==> config.mk <==
export PLATFORM = sky130hd
export DESIGN_NAME = sbbf_front
export DESIGN_NICKNAME = d
export VERILOG_FILES = /design/src/rtl/sbbf_pkg.sv /design/src/rtl/sbbf_front.sv
export SDC_FILE = /design/constraint.sdc
export NUM_CORES = 2
export LEC_CHECK = 0
export BUFFER_PORTS_ARGS = -buffer_cell sky130_fd_sc_hd__buf_4
export CAP_MARGIN = 5
export CORE_MARGIN = 5
export CORE_UTILIZATION = 40
export DETAILED_ROUTE_END_ITERATION = 6
export SYNTH_ARGS = -nofsm -noshare
export SYNTH_HDL_FRONTEND = slang
export SYNTH_SLANG_ARGS = --single-unit
==> constraint.sdc <==
create_clock -name clk -period 9.5 [get_ports clk]
set_clock_uncertainty 0.15 [all_clocks]
set_input_delay 1.425 -clock clk [delete_from_list [all_inputs] [get_ports clk]]
set_output_delay 1.425 -clock clk [all_outputs]
set_load 0.005 [all_outputs]
==> src/rtl/sbbf_pkg.sv <==
// Shared types and constants for the split-block Bloom filter engine.
// Used by every module in rtl/; depends on nothing else.
`default_nettype none

package sbbf_pkg;

  localparam int DEFAULT_MAX_BLOCKS = 1024;
  localparam int WORDS_PER_BLOCK    = 8;
  localparam int WORD_W             = 32;
  localparam int BLOCK_W            = WORDS_PER_BLOCK * WORD_W;
  localparam int CFG_W              = 11;
  localparam int ROW_W              = 16;
  localparam int QUEUE_DEPTH        = 2;

  // Action codes carried by an input item.
  localparam logic [2:0] ACT_INSERT = 3'd0;
  localparam logic [2:0] ACT_PROBE  = 3'd1;
  localparam logic [2:0] ACT_CLEAR  = 3'd2;
  localparam logic [2:0] ACT_LOAD   = 3'd3;
  localparam logic [2:0] ACT_READ   = 3'd4;

  // Salts that pick one bit in each word of a block; entry 0 is the first word.
  localparam logic [WORDS_PER_BLOCK-1:0][WORD_W-1:0] SALTS = {
    32'h5c6bfb31, 32'h9efc4947, 32'h2df1424b, 32'h705495c7,
    32'ha2b7289d, 32'h8824ad5b, 32'h44974d91, 32'h47b6137b
  };

  typedef struct packed {
    logic [2:0]  action;
    logic [63:0] hash;
    logic [12:0] word_address;
    logic [31:0] word_data;
  } item_t;

  typedef struct packed {
    logic        may_contain;
    logic [31:0] read_data;
  } result_t;

  // Work kinds after classification; out-of-range and unused actions are K_NOP.
  typedef enum logic [2:0] {
    K_INSERT,
    K_PROBE,
    K_CLEAR,
    K_LOAD,
    K_READ,
    K_NOP
  } kind_t;

  typedef struct packed {
    kind_t                           kind;
    logic [ROW_W-1:0]                row;
    logic [2:0]                      word_sel;
    logic [WORD_W-1:0]               word_data;
    logic [WORDS_PER_BLOCK-1:0][4:0] pos;
  } entry_t;

endpackage

`default_nettype wire

==> src/rtl/sbbf_front.sv <==
// Front end: accepts items, holds the block count and turns each item into a
// queue entry (block row, bit positions). Depends on sbbf_pkg.
`default_nettype none

module sbbf_front #(
  parameter int MAX_BLOCKS = sbbf_pkg::DEFAULT_MAX_BLOCKS
) (
  input  wire logic                        clk,
  input  wire logic                        rst,
  input  wire logic                        start,
  input  wire sbbf_pkg::item_t             item,
  input  wire logic                        cfg_wr_en,
  input  wire logic [sbbf_pkg::CFG_W-1:0]  cfg_wr_data,
  input  wire logic                        sweeping,
  input  wire logic                        q_full,
  output logic                             busy,
  output logic                             push,
  output sbbf_pkg::entry_t                 entry
);

  logic                           f_valid;
  sbbf_pkg::item_t                f_item;
  logic [sbbf_pkg::CFG_W-1:0]     eff;
  logic [sbbf_pkg::CFG_W-1:0]     eff_next;
  logic [32+sbbf_pkg::CFG_W-1:0]  blk_prod;
  logic [9:0]                     a_blk;
  logic                           a_ok;
  logic                           accept;

  assign busy   = f_valid | sweeping;
  assign accept = start & ~busy;
  assign push   = f_valid & ~q_full;

  // Block count of zero acts as one; anything above the store size saturates.
  always_comb begin
    eff_next = cfg_wr_data;
    if (cfg_wr_data == '0) begin
      eff_next = sbbf_pkg::CFG_W'(1);
    end else if (32'(cfg_wr_data) > 32'(MAX_BLOCKS)) begin
      eff_next = sbbf_pkg::CFG_W'(MAX_BLOCKS);
    end
  end

  always_ff @(posedge clk) begin
    if (rst) begin
      f_valid <= 1'b0;
      eff     <= sbbf_pkg::CFG_W'(1);
    end else begin
      if (accept) begin
        f_valid <= 1'b1;
      end else if (push) begin
        f_valid <= 1'b0;
      end
      if (cfg_wr_en) begin
        eff <= eff_next;
      end
    end
  end

  always_ff @(posedge clk) begin
    if (accept) begin
      f_item <= item;
    end
  end

  assign blk_prod = (32+sbbf_pkg::CFG_W)'(f_item.hash[63:32])
                  * (32+sbbf_pkg::CFG_W)'(eff);
  assign a_blk    = f_item.word_address[12:3];
  assign a_ok     = 32'(a_blk) < 32'(MAX_BLOCKS);

  always_comb begin
    logic [31:0] prod;
    entry.kind      = sbbf_pkg::K_NOP;
    entry.row       = sbbf_pkg::ROW_W'(blk_prod[32+sbbf_pkg::CFG_W-1:32]);
    entry.word_sel  = f_item.word_address[2:0];
    entry.word_data = f_item.word_data;
    for (int i = 0; i < sbbf_pkg::WORDS_PER_BLOCK; i++) begin
      prod         = f_item.hash[31:0] * sbbf_pkg::SALTS[i];
      entry.pos[i] = prod[31:27];
    end
    case (f_item.action)
      sbbf_pkg::ACT_INSERT: entry.kind = sbbf_pkg::K_INSERT;
      sbbf_pkg::ACT_PROBE:  entry.kind = sbbf_pkg::K_PROBE;
      sbbf_pkg::ACT_CLEAR:  entry.kind = sbbf_pkg::K_CLEAR;
      sbbf_pkg::ACT_LOAD: begin
        entry.row  = sbbf_pkg::ROW_W'(a_blk);
        entry.kind = a_ok ? sbbf_pkg::K_LOAD : sbbf_pkg::K_NOP;
      end
      sbbf_pkg::ACT_READ: begin
        entry.row  = sbbf_pkg::ROW_W'(a_blk);
        entry.kind = a_ok ? sbbf_pkg::K_READ : sbbf_pkg::K_NOP;
      end
      default: entry.kind = sbbf_pkg::K_NOP;
    endcase
  end

endmodule

`default_nettype wire

==> results_dict.tcl <==
set metrics [dict create \
    finalCritPeriodShare_pct 98.3 \
    die_w_um 413 \
    wl_um 265000 \
    drv_slew 0 \
    synth_ff_type "edfxtp_1" \
    outcome "complete, no violations" \
    htreeDepth 4 \
    start_util_pct 40.1 \
    portBuffers 219 \
    relSlewSlack_pct 19.6 \
    endpoint_kind "primary output" \
    drcViolationCount 0 \
    synth.largest_area_cell "fa_1" \
    area_growth_pct 10.7 \
    clock-sinks 124 \
    holdBufCountCts 0 \
    cp_common_cell "fa_1" \
    drt-initial-drc-count 4096 \
    cts_buffers 17 \
    seq_area_um2 3600 \
    dpl_cell_area_um2 70800 \
    io_pins 225 \
    cp_slowest_cell "fa_1" \
    grtUsageTotal_pct 31.7 \
    grt_pass1_wl_um 373000 \
    nNetsFinal 9430 \
    hold_end "f_valid" \
    tns_ns 0 \
    rsz0062_at_grt "yes" \
    clkSlewWorstSetupHoldPaths_ns 0.08 \
    post_drt_wl_per_cell_um 30.4 \
    final_antenna_net_count 0 \
    setup_viol 0 \
    gr-total-overflow 0 \
    worst-path-max-fanout 4 \
    worst_pin_slew_ns 1.20 \
    clkLatencyLatePin_ns 0.49 \
    clockBufferDepth 2 \
    ys.warnings.count 0 \
    antenna_found_initial 18 \
    grt_start_max_net_pins 67 \
    async_flop_share_pct 0 \
    fin_crit_ns 9.34 \
    core_um2 162000 \
    startpoint_type "register" \
    syn_inst 6115 \
    holdCritPathClass "register to register" \
    routed-via-count 45500 \
    max_freq_ghz 0.107 \
    gp_congestion 1.11 \
    rows 148 \
    worstHoldStart "f_valid" \
    maxCapViolCount 0 \
    synth-edff-count 112 \
    synth_top_area_share_pct 47.6 \
    cts_root_buffer "clkbuf_16" \
    ys_top_cells_by_area "fa_1 (48%), ha_1 (23%), inv_1 (11%), edfxtp_1 (5.2%), xnor2_1 (3.0%)" \
    cpPeakStageDelay_ns 0.68 \
    dp_hpwl_um 233000 \
    nFillCells 15600 \
    cts_tree "done" \
    synth_cell_types 73 \
    yosysSeqAreaShare_pct 5.54 \
    timing.rr.end "entry[64]" \
    firstDrtPassIters 7 \
    timing.reg2reg.setup_slack_ns 6.70 \
    ys_ff_latch 124 \
    grt_pass1_vias 49100 \
    critPathRequiredTime_ns 7.93 \
    arrival_ns 7.76 \
    final_area_um2 72000 \
    fp.dieH_um 413 \
    synth_area_um2 65000 \
    layout-drive-gt1-share_pct 9.60 \
    timing.rr.start "f_valid" \
    r2r_cells 4 \
    multi_input_area_um2 53700 \
    syn_area_per_cell_um2 10.6 \
    viasPerCell 5.21 \
    path_cells "clkinvlp_4 -> buf_4 -> fa_2 -> clkinvlp_4 -> buf_4 -> ha_1 -> fa_1 -> fa_1 -> fa_1 -> fa_1 -> fa_1 -> inv_1 -> fa_1 -> inv_1 -> ha_1 -> and3_1 -> a21oi_1 -> nand3_1 -> a31oi_1 -> buf_4 -> xnor2_1 -> buf_4 -> buf_4" \
    die_area_um2 171000 \
    whs_path_depth 2 \
    final_hold_viol_count 0 \
    path_class "register to primary output" \
]
==> worst max-delay path, delay by kind of cell (launching register included) <==
family                   cells  cell delay [ns]
buffers and inverters        9             1.37
AO/OA/AOI/OAI                2             0.35
flip-flops                   1             0.47
XOR/XNOR                     1             0.15
adder cells (fa/ha/maj)      9             4.58
AND/OR/NAND/NOR              2             0.31
==> stage by stage <==
stage / hold WS (ns) / utilization [%] / setup slack [ns] / std cells
global placement: 0.326 / 43.7 / 0.202 / 8649
global route: 0.408 / 44.4 / -0.0427 / 8725
detailed placement: 0.337 / 43.7 / 0.199 / 8649
CTS: 0.352 / 44.1 / 0.00919 / 8696
finish: 0.346 / 44.4 / 0.162 / 8731
floorplan: 0.313 / - / 0.689 / 6119
==> final cells by class <==
class                      count  share of cell area [%]
multi-input combinational   3925                    74.5
inverter                    1955                    10.3
timing repair buffer         514                    5.62
sequential                   124                    5.01
tap                         2175                    3.78
clock buffer                  18                   0.626
clock inverter                14                   0.143
antenna                        6                  0.0209
==> cells in the final DEF, fill, tap and decap left out, drive strengths merged, types with 29 or more instances in the layout <==
master	count
ha	1217
a21oi	83
o21ai	52
nand3	29
inv	1952
edfxtp	112
a21o	48
and2	155
fa	1547
buf	512
xor2	50
nor2	54
nand2	255
xnor2	226
==> worst max-delay path by stage <==
stage | from | to | slack (ns)
finish | f_item[48] | entry[29] | 0.16
global route | f_item[58] | entry[9] | -0.04
CTS | f_item[47] | entry[24] | 0.009
detailed placement | f_item[54] | entry[9] | 0.20
global placement | f_item[50] | entry[24] | 0.20
floorplan | f_item[51] | entry[24] | 0.69
==> sequential cells by signal (all words and copies together) (netlist names) <==
| register | flops |
|---|---|
| f_item | 67 |
| entry | 35 |
| eff | 11 |
| a_blk | 10 |
| f_valid | 1 |
==> layer usage <==
metal | part of all wire (%) | vias to the layer above | track usage, %
met5 | 0.041 | - | 0
met4 | 7.3 | 18 | 17.6
met3 | 9.5 | 597 | 6.97
met2 | 43 | 2220 | 48.0
met1 | 40 | 23600 | 42.2
li1 | - | 19000 | -
==> cells by family after synthesis <==
logic type / after synthesis / share of synthesized area [%]
AOI/OAI and AO/OA: 278 / 2.83
buffers and inverters: 2070 / 12.2
xor gates and xnor gates: 278 / 3.79
muxes: 4 / 0.0635
adders and majority gates: 2765 / 71.1
other: 1 / 0.00577
and+or+nand+nor: 595 / 4.51
DFF: 124 / 5.54
==> Yosys cell counts, types with 6 or more instances <==
cell,n
a2111oi_0,6
a211oi_1,12
a21o_1,48
a21oi_1,81
a31o_2,12
a31oi_1,7
and2_1,155
and3_1,13
buf_4,40
clkbuf_1,73
dfxtp_1,12
edfxtp_1,112
fa_1,1547
ha_1,1217
inv_1,1955
nand2_1,255
nand2b_1,11
nand3_1,29
nand4_1,12
nor2_1,54
nor2b_1,14
nor3_1,14
o211ai_1,10
o21a_1,11
o21ai_0,49
or2_2,12
xnor2_1,226
xor2_1,50
==> timing repair <==
action	4_1_cts	5_1_grt
cloned	1	1
endpoints found under the hold margin	0	0
setup endpoints to repair	18	22
pin swaps	0	1
resized for setup	13	40
setup buffers	14	28
Power is left out: the tool's default activity adds up to more than one toggle a clock period on the data nets, which glitch-free logic cannot reach.
