**src/rtl/sbbf_pkg.sv**
```systemverilog
// Shared types and constants for the split-block Bloom filter engine.
// Used by every module in rtl/; depends on nothing else.
`default_nettype none

package sbbf_pkg;

  localparam int DEFAULT_MAX_BLOCKS = 1024;
  localparam int WORDS_PER_BLOCK    = 8;
  localparam int WORD_W             = 32;
  localparam int BLOCK_W            = WORDS_PER_BLOCK * WORD_W;
  localparam int CFG_W              = 11;
  localparam int ROW_W              = 16;
  localparam int QUEUE_DEPTH        = 2;

  // Action codes carried by an input item.
  localparam logic [2:0] ACT_INSERT = 3'd0;
  localparam logic [2:0] ACT_PROBE  = 3'd1;
  localparam logic [2:0] ACT_CLEAR  = 3'd2;
  localparam logic [2:0] ACT_LOAD   = 3'd3;
  localparam logic [2:0] ACT_READ   = 3'd4;

  // Salts that pick one bit in each word of a block; entry 0 is the first word.
  localparam logic [WORDS_PER_BLOCK-1:0][WORD_W-1:0] SALTS = {
    32'h5c6bfb31, 32'h9efc4947, 32'h2df1424b, 32'h705495c7,
    32'ha2b7289d, 32'h8824ad5b, 32'h44974d91, 32'h47b6137b
  };

  typedef struct packed {
    logic [2:0]  action;
    logic [63:0] hash;
    logic [12:0] word_address;
    logic [31:0] word_data;
  } item_t;

  typedef struct packed {
    logic        may_contain;
    logic [31:0] read_data;
  } result_t;

  // Work kinds after classification; out-of-range and unused actions are K_NOP.
  typedef enum logic [2:0] {
    K_INSERT,
    K_PROBE,
    K_CLEAR,
    K_LOAD,
    K_READ,
    K_NOP
  } kind_t;

  typedef struct packed {
    kind_t                           kind;
    logic [ROW_W-1:0]                row;
    logic [2:0]                      word_sel;
    logic [WORD_W-1:0]               word_data;
    logic [WORDS_PER_BLOCK-1:0][4:0] pos;
  } entry_t;

endpackage

`default_nettype wire

```
**src/rtl/sbbf_queue.sv**
```systemverilog
// Small register queue between the front end and the back end.
// Depends on sbbf_pkg for the entry type and depth.
`default_nettype none

module sbbf_queue (
  input  wire logic             clk,
  input  wire logic             rst,
  input  wire logic             push,
  input  wire sbbf_pkg::entry_t wdata,
  input  wire logic             pop,
  output sbbf_pkg::entry_t      rdata,
  output logic                  full,
  output logic                  empty
);

  localparam int DEPTH = sbbf_pkg::QUEUE_DEPTH;
  localparam int PW    = (DEPTH > 1) ? $clog2(DEPTH) : 1;
  localparam int CW    = $clog2(DEPTH + 1);

  sbbf_pkg::entry_t slots [DEPTH];
  logic [PW-1:0]    wptr;
  logic [PW-1:0]    rptr;
  logic [CW-1:0]    count;

  assign full  = (count == CW'(DEPTH));
  assign empty = (count == '0);
  assign rdata = slots[rptr];

  always_ff @(posedge clk) begin
    if (rst) begin
      wptr  <= '0;
      rptr  <= '0;
      count <= '0;
    end else begin
      if (push) begin
        wptr <= (wptr == PW'(DEPTH - 1)) ? '0 : wptr + PW'(1);
      end
      if (pop) begin
        rptr <= (rptr == PW'(DEPTH - 1)) ? '0 : rptr + PW'(1);
      end
      if (push && !pop) begin
        count <= count + CW'(1);
      end else if (pop && !push) begin
        count <= count - CW'(1);
      end
    end
  end

  always_ff @(posedge clk) begin
    if (push) begin
      slots[wptr] <= wdata;
    end
  end

endmodule

`default_nettype wire

```
**config.mk**
```make
export PLATFORM = sky130hd
export DESIGN_NAME = sbbf_queue
export DESIGN_NICKNAME = d
export VERILOG_FILES = /design/src/rtl/sbbf_pkg.sv /design/src/rtl/sbbf_queue.sv
export SDC_FILE = /design/constraint.sdc
export NUM_CORES = 1
export LEC_CHECK = 0
export ABC_AREA = 1
export BUFFER_PORTS_ARGS = -buffer_cell sky130_fd_sc_hd__buf_2
export CORE_AREA = 10 10 146 148
export DETAILED_ROUTE_END_ITERATION = 16
export DIE_AREA = 0 0 156 158
export PLACE_DENSITY = 0.61
export REMOVE_ABC_BUFFERS = 1
export SYNTH_ARGS = -nofsm -noshare
export SYNTH_HDL_FRONTEND = slang
export SYNTH_SLANG_ARGS = --single-unit
```
**constraint.sdc**
```tcl
create_clock -name clk -period 15.5 [get_ports clk]
set_clock_uncertainty 0.2 [all_clocks]
set_input_delay 3.1 -clock clk [delete_from_list [all_inputs] [get_ports clk]]
set_output_delay 3.1 -clock clk [all_outputs]
set_load 0.05 [all_outputs]
```
==> results of run 1 <==
layer usage:
layer,track usage,part of all wire
met3,0.0535,0.090
met5,0,0.0015
met2,0.188,0.49
met1,0.127,0.40
met4,0.0490,0.016
registers in the layout, indices dropped and copies added, names as in the netlist, named ones only:
name and count:
count 2, rptr 1, slots 188, wptr 1
path summary, 6_finish.rpt:
kind                     start                     to  slack [ns]  cells past startpoint
max                       flop              rdata[82]        9.73                      3
min reg2reg  rptr$_SDFFE_PP0P_      rptr$_SDFFE_PP0P_        0.32                      2
max reg2reg  wptr$_SDFFE_PP0P_  slots[1][3]$_DFFE_PP_       13.27                      3
min          rptr$_SDFFE_PP0P_      rptr$_SDFFE_PP0P_        0.32                      2
placed cells by master (no fill, tap or decap):
master / n
o21ai_0: 1
inv_6: 2
diode_2: 2
nor2_1: 6
nand2_1: 5
buf_4: 4
a21oi_1: 1
bufinv_16: 2
clkbuf_16: 17
dfxtp_1: 4
inv_1: 8
clkbuf_1: 1
clkinv_2: 1
mux2_2: 94
buf_2: 193
inv_4: 1
clkinvlp_4: 3
clkinv_4: 1
nor2_4: 1
edfxtp_1: 188
clkinv_1: 2
xnor2_1: 1
dfxtp_4: 1
inv_8: 3
nand3_1: 1
ha_1: 1
nand4_1: 1
nor3_1: 1
cells by family (layout without fill, tap and decap cells):
family,after synthesis,in the layout,share of synthesized area
flops,193,193,0.818
mux,94,94,0.151
buf+inv,19,238,0.0176
simple gates,15,15,0.00873
compound gates,2,2,0.00142
fa+ha+maj,1,1,0.00178
xor+xnor,1,1,0.00125
other cells,0,2,0
critical path, delay by kind of cell (launching register included):
kind | cells | cell delay, ns
DFF | 1 | 0.64
muxes | 1 | 0.42
buffers and inverters | 2 | 0.96
power by group:
group          switching [mW]  leakage [nW]  internal, mW
sequential            0.00956          1.81         0.604
combinational           0.140          1.22        0.0537
clock                   0.191         0.278         0.241
total                   0.341          3.30         0.898
area by class of cell:
| class | instances | area, µm² | area share |
|---|---|---|---|
| Antenna cell | 2 | 5.00 | 0.000567 |
| Timing Repair Buffer | 197 | 996 | 0.113 |
| Sequential cell | 193 | 5750 | 0.652 |
| Tap cell | 234 | 293 | 0.0332 |
| Inverter | 9 | 36.3 | 0.00411 |
| Clock inverter | 14 | 155 | 0.0176 |
| Multi-Input combinational cell | 113 | 1160 | 0.131 |
| Clock buffer | 18 | 429 | 0.0486 |
==> results.cfg, run 1 <==
[run_status]
status = complete, no violations

[layout]
fin_area_um2 = 8820
fin_cells = 780
drive_gt1_frac = 0.594
area_growth_pct = 25.7
postLayoutCoreUtil = 0.478
nets = 630
fill_cells = 1596

[clock_network]
post-cts-setup-buffers = 0
cts_buffer_depth = 2
cts-root-buf = clkbuf_16
cts_made_buffers = 17
htreeDepth = 4
cts_tree = built
cts_resized = 0
clkLatencyLatePin_ns = 0.43
cts_sinks = 193
hold_buffers = 0
path_clk_slew_ns = 0.07

[sta]
hold_viol = 0
worst_slew_pin_slew_ns = 0.817
fmax_mhz = 173
worst_slack_ns = 9.73
hold_ws_ns = 0.323
setup_tns_ns = 0
setup_viol = 0
fin_crit_ns = 5.77
rsz0062_at_grt = no
timing.final.crit_share = 0.372
final_max_slew_viol_count = 0
slew_headroom = 0.455

[synthesis]
syn_area_um2 = 7020
ys_seq_elements = 193
synth_edf_count = 188
synth_common_cells = edfxtp_1 (188), mux2_2 (94), inv_1 (9)
async_reset_ff_frac = 0
yosysSeqAreaShare = 0.818
yosysTopAreaCell = edfxtp_1
ys_warn_count = 0
synth_top_area_frac = 0.804
synth_area_per_cell_um2 = 21.6
synth.area.top_cells = edfxtp_1 (80%), mux2_2 (15%), dfxtp_1 (1.4%), buf_6 (0.96%), inv_1 (0.48%)
synth_most_common_cell = edfxtp_1
ys.flop_type = edfxtp_1
synthDistinctLibCells = 16
syn_inst = 325

[hold_path]
worstHoldPathType = reg2reg

[place]
dpl.hpwl_mm = 9.98
place_area_um2 = 8230
post-place-ws_ns = 10.07
portBuffers = 193
gp_congestion = 0.705
dp.cells = 746

[job]
maxCapViolations = 0

[floorplanning]
io_pins = 194
coreArea_um2 = 18500
die_height_um = 158
fp.dieArea_um2 = 24600
dieWidth_um = 156
initial_utilization = 0.380
row_count = 50

[global_route]
grt_use_total = 0.115
grt_max_degree = 61
antenna_found_initial = 4
grt_pass1_vias = 4021
gr-total-overflow = 0
grt_pass1_wl_mm = 21.7

[setup_path]
critPathRequiredTime_ns = 12.20
critPathLaunchType = flop
end_kind = output port
worstPathArrival_ns = 2.47
path_cells = buf_4 > mux2_2 > buf_2
worst-setup-path-type = reg2out
cpMaxStageDelayCell = buf_4
critPathMaxFanout = 60
cpPeakStageDelay_ns = 0.74

[drt]
ant_nets = 0
wl_per_cell_um = 18.5
vias_per_cell = 4.61
firstDrtPassIters = 4
drc = 0
drt-initial-drc-count = 111
vias = 3596
wl_mm = 14.4

[power]
powerDensity_nw_per_um2 = 140
vdd_drop_max_uv = 76.0
finalPower_mw = 1.24
leakage_nw = 3.30
No activity file was read; power rests on OpenSTA's default activity.
==> run 2, diff against run 1 <==
--- a/config.mk
+++ b/config.mk
@@ -10,7 +10,7 @@
 export CORE_AREA = 10 10 146 148
 export DETAILED_ROUTE_END_ITERATION = 16
 export DIE_AREA = 0 0 156 158
-export PLACE_DENSITY = 0.61
+export PLACE_DENSITY = 0.64
 export REMOVE_ABC_BUFFERS = 1
 export SYNTH_ARGS = -nofsm -noshare
 export SYNTH_HDL_FRONTEND = slang
==> constraint.sdc (replaced) <==
create_clock -name clk -period 4.7 [get_ports clk]
set_clock_uncertainty 0.2 [all_clocks]
set_input_delay 0.94 -clock clk [delete_from_list [all_inputs] [get_ports clk]]
set_output_delay 0.94 -clock clk [all_outputs]
set_load 0.05 [all_outputs]
==> results.cfg, run 2 (synthesis gave the netlist of run 1 again) <==
[place]
portBuffers = 193
dpl.hpwl_mm = 10.2
place_area_um2 = 8250
gp_congestion = 0.723

[drt]
wl_mm = 14.7
drt-initial-drc-count = 159
firstDrtPassIters = 4
vias_per_cell = 4.69
wl_per_cell_um = 18.9
drc = 0
ant_nets = 0
vias = 3662

[clock_network]
post-cts-setup-buffers = 0
cts_buffer_depth = 2
path_clk_slew_ns = 0.06
cts_resized = 0
cts_sinks = 193
clkLatencyLatePin_ns = 0.41
hold_buffers = 0
htreeDepth = 4
cts-root-buf = clkbuf_16
cts_tree = built
cts_made_buffers = 17

[setup_path]
crit_buf_inv = 2
cpMaxStageDelayCell = dfxtp_4
path_delay_family = flip-flops
critPathMaxFanout = 49
path_cells = buf_4 > mux2_2 > buf_2
critPathRequiredTime_ns = 3.56
worstPathArrival_ns = 2.28
cpPeakStageDelay_ns = 0.79
worst-setup-path-type = reg2out
critPathLaunchType = flop
end_kind = output port

[sta]
rsz0062_at_grt = no
final_max_slew_viol_count = 0
fmax_mhz = 293
fin_crit_ns = 3.42
worst_slew_pin_slew_ns = 0.850
slew_headroom = 0.432
setup_viol = 0
timing.final.crit_share = 0.727
hold_viol = 0

[global_route]
antenna_found_initial = 2
grt_max_degree = 69
grt_pass1_wl_mm = 22.5
gr-total-overflow = 0
grt_use_total = 0.119
grt_pass1_vias = 4130

[power]
vdd_drop_max_uv = 228
power_frac_seq = 0.496
leakage_nw = 3.30
powerDensity_nw_per_um2 = 462
switchingPower_mw = 1.12
p_clk_frac = 0.348
finalPower_mw = 4.09
power.share.combinational = 0.156
swShare = 0.275
internal_power_mw = 2.96

[layout]
nets = 631
multiInputGateArea_um2 = 1160
seq_area_um2 = 5750
fill_cells = 1583
reg_top3 = slots x188, count x2
final_common_cell = buf_2
area_growth_pct = 25.9
postLayoutCoreUtil = 0.479
regMostFlops = slots
drive_gt1_frac = 0.598
fin_area_um2 = 8840
layout_common_cells = buf_2 (193), edfxtp_1 (188), mux2_2 (94)
largest_reg_flops = 188

[floorplanning]
initial_utilization = 0.380
dieWidth_um = 156
fp.dieArea_um2 = 24600
row_count = 50
die_height_um = 158
io_pins = 194
coreArea_um2 = 18500

[job]
maxCapViolations = 0

[run_status]
status = complete, no violations

[hold_path]
worstHoldPathType = reg2reg
-- run 2: routing by layer --
metal / part of all wire / global-route usage
met5: 0.0018 / 0
met4: 0.0060 / 0.0306
met3: 0.088 / 0.0589
met2: 0.52 / 0.209
met1: 0.39 / 0.126
-- run 2: cell type report --
type                            instances  share of cell area
Sequential cell                       193               0.650
Clock buffer                           18              0.0485
Inverter                                9             0.00410
Timing Repair Buffer                  198               0.115
Clock inverter                         14              0.0176
Multi-Input combinational cell        113               0.131
Antenna cell                            1            0.000283
Tap cell                              234              0.0331
-- run 2: path summary, 6_finish.rpt --
check	startpoint	to	slack, ns	depth (start not counted)
max	flop	rdata[68]	1.28	3
min	rptr$_SDFFE_PP0P_	flop	0.32	2
max reg2reg	wptr$_SDFFE_PP0P_	slots[1][25]$_DFFE_PP_	2.60	3
min reg2reg	rptr$_SDFFE_PP0P_	flop	0.32	2
-- run 2: power by group through the flow --
| stage | Combinational, mW | Sequential [mW] | Clock [mW] |
|---|---|---|---|
| 2_1_floorplan | 0.464 | 2.07 | 0 |
| 3_3_place_gp | 0.636 | 2.06 | 0 |
| 3_5_place_dp | 0.645 | 2.07 | 0 |
| 4_1_cts | 0.648 | 2.03 | 1.47 |
| 5_1_grt | 0.672 | 2.04 | 1.53 |
| 6_report | 0.636 | 2.03 | 1.42 |
-- run 2: metrics by stage --
stage | worst slack [ns] | instances | setup TNS (ns) | hold slack (ns)
finish | 1.28 | 780 | 0 | 0.316
global route | 1.12 | 779 | 0 | 0.354
floorplan | -0.965 | 315 | -90.75 | 0.280
global placement | 1.70 | 747 | 0 | 0.294
CTS | 1.20 | 779 | 0 | 0.317
detailed placement | 1.66 | 747 | 0 | 0.295
-- run 2: worst reg2reg max path: cells and delay by family, from the launching register on --
kind                   cells  cell delay [ns]
buffers and inverters      2             1.06
DFF                        1             0.40
and+or+nand+nor            1             0.12
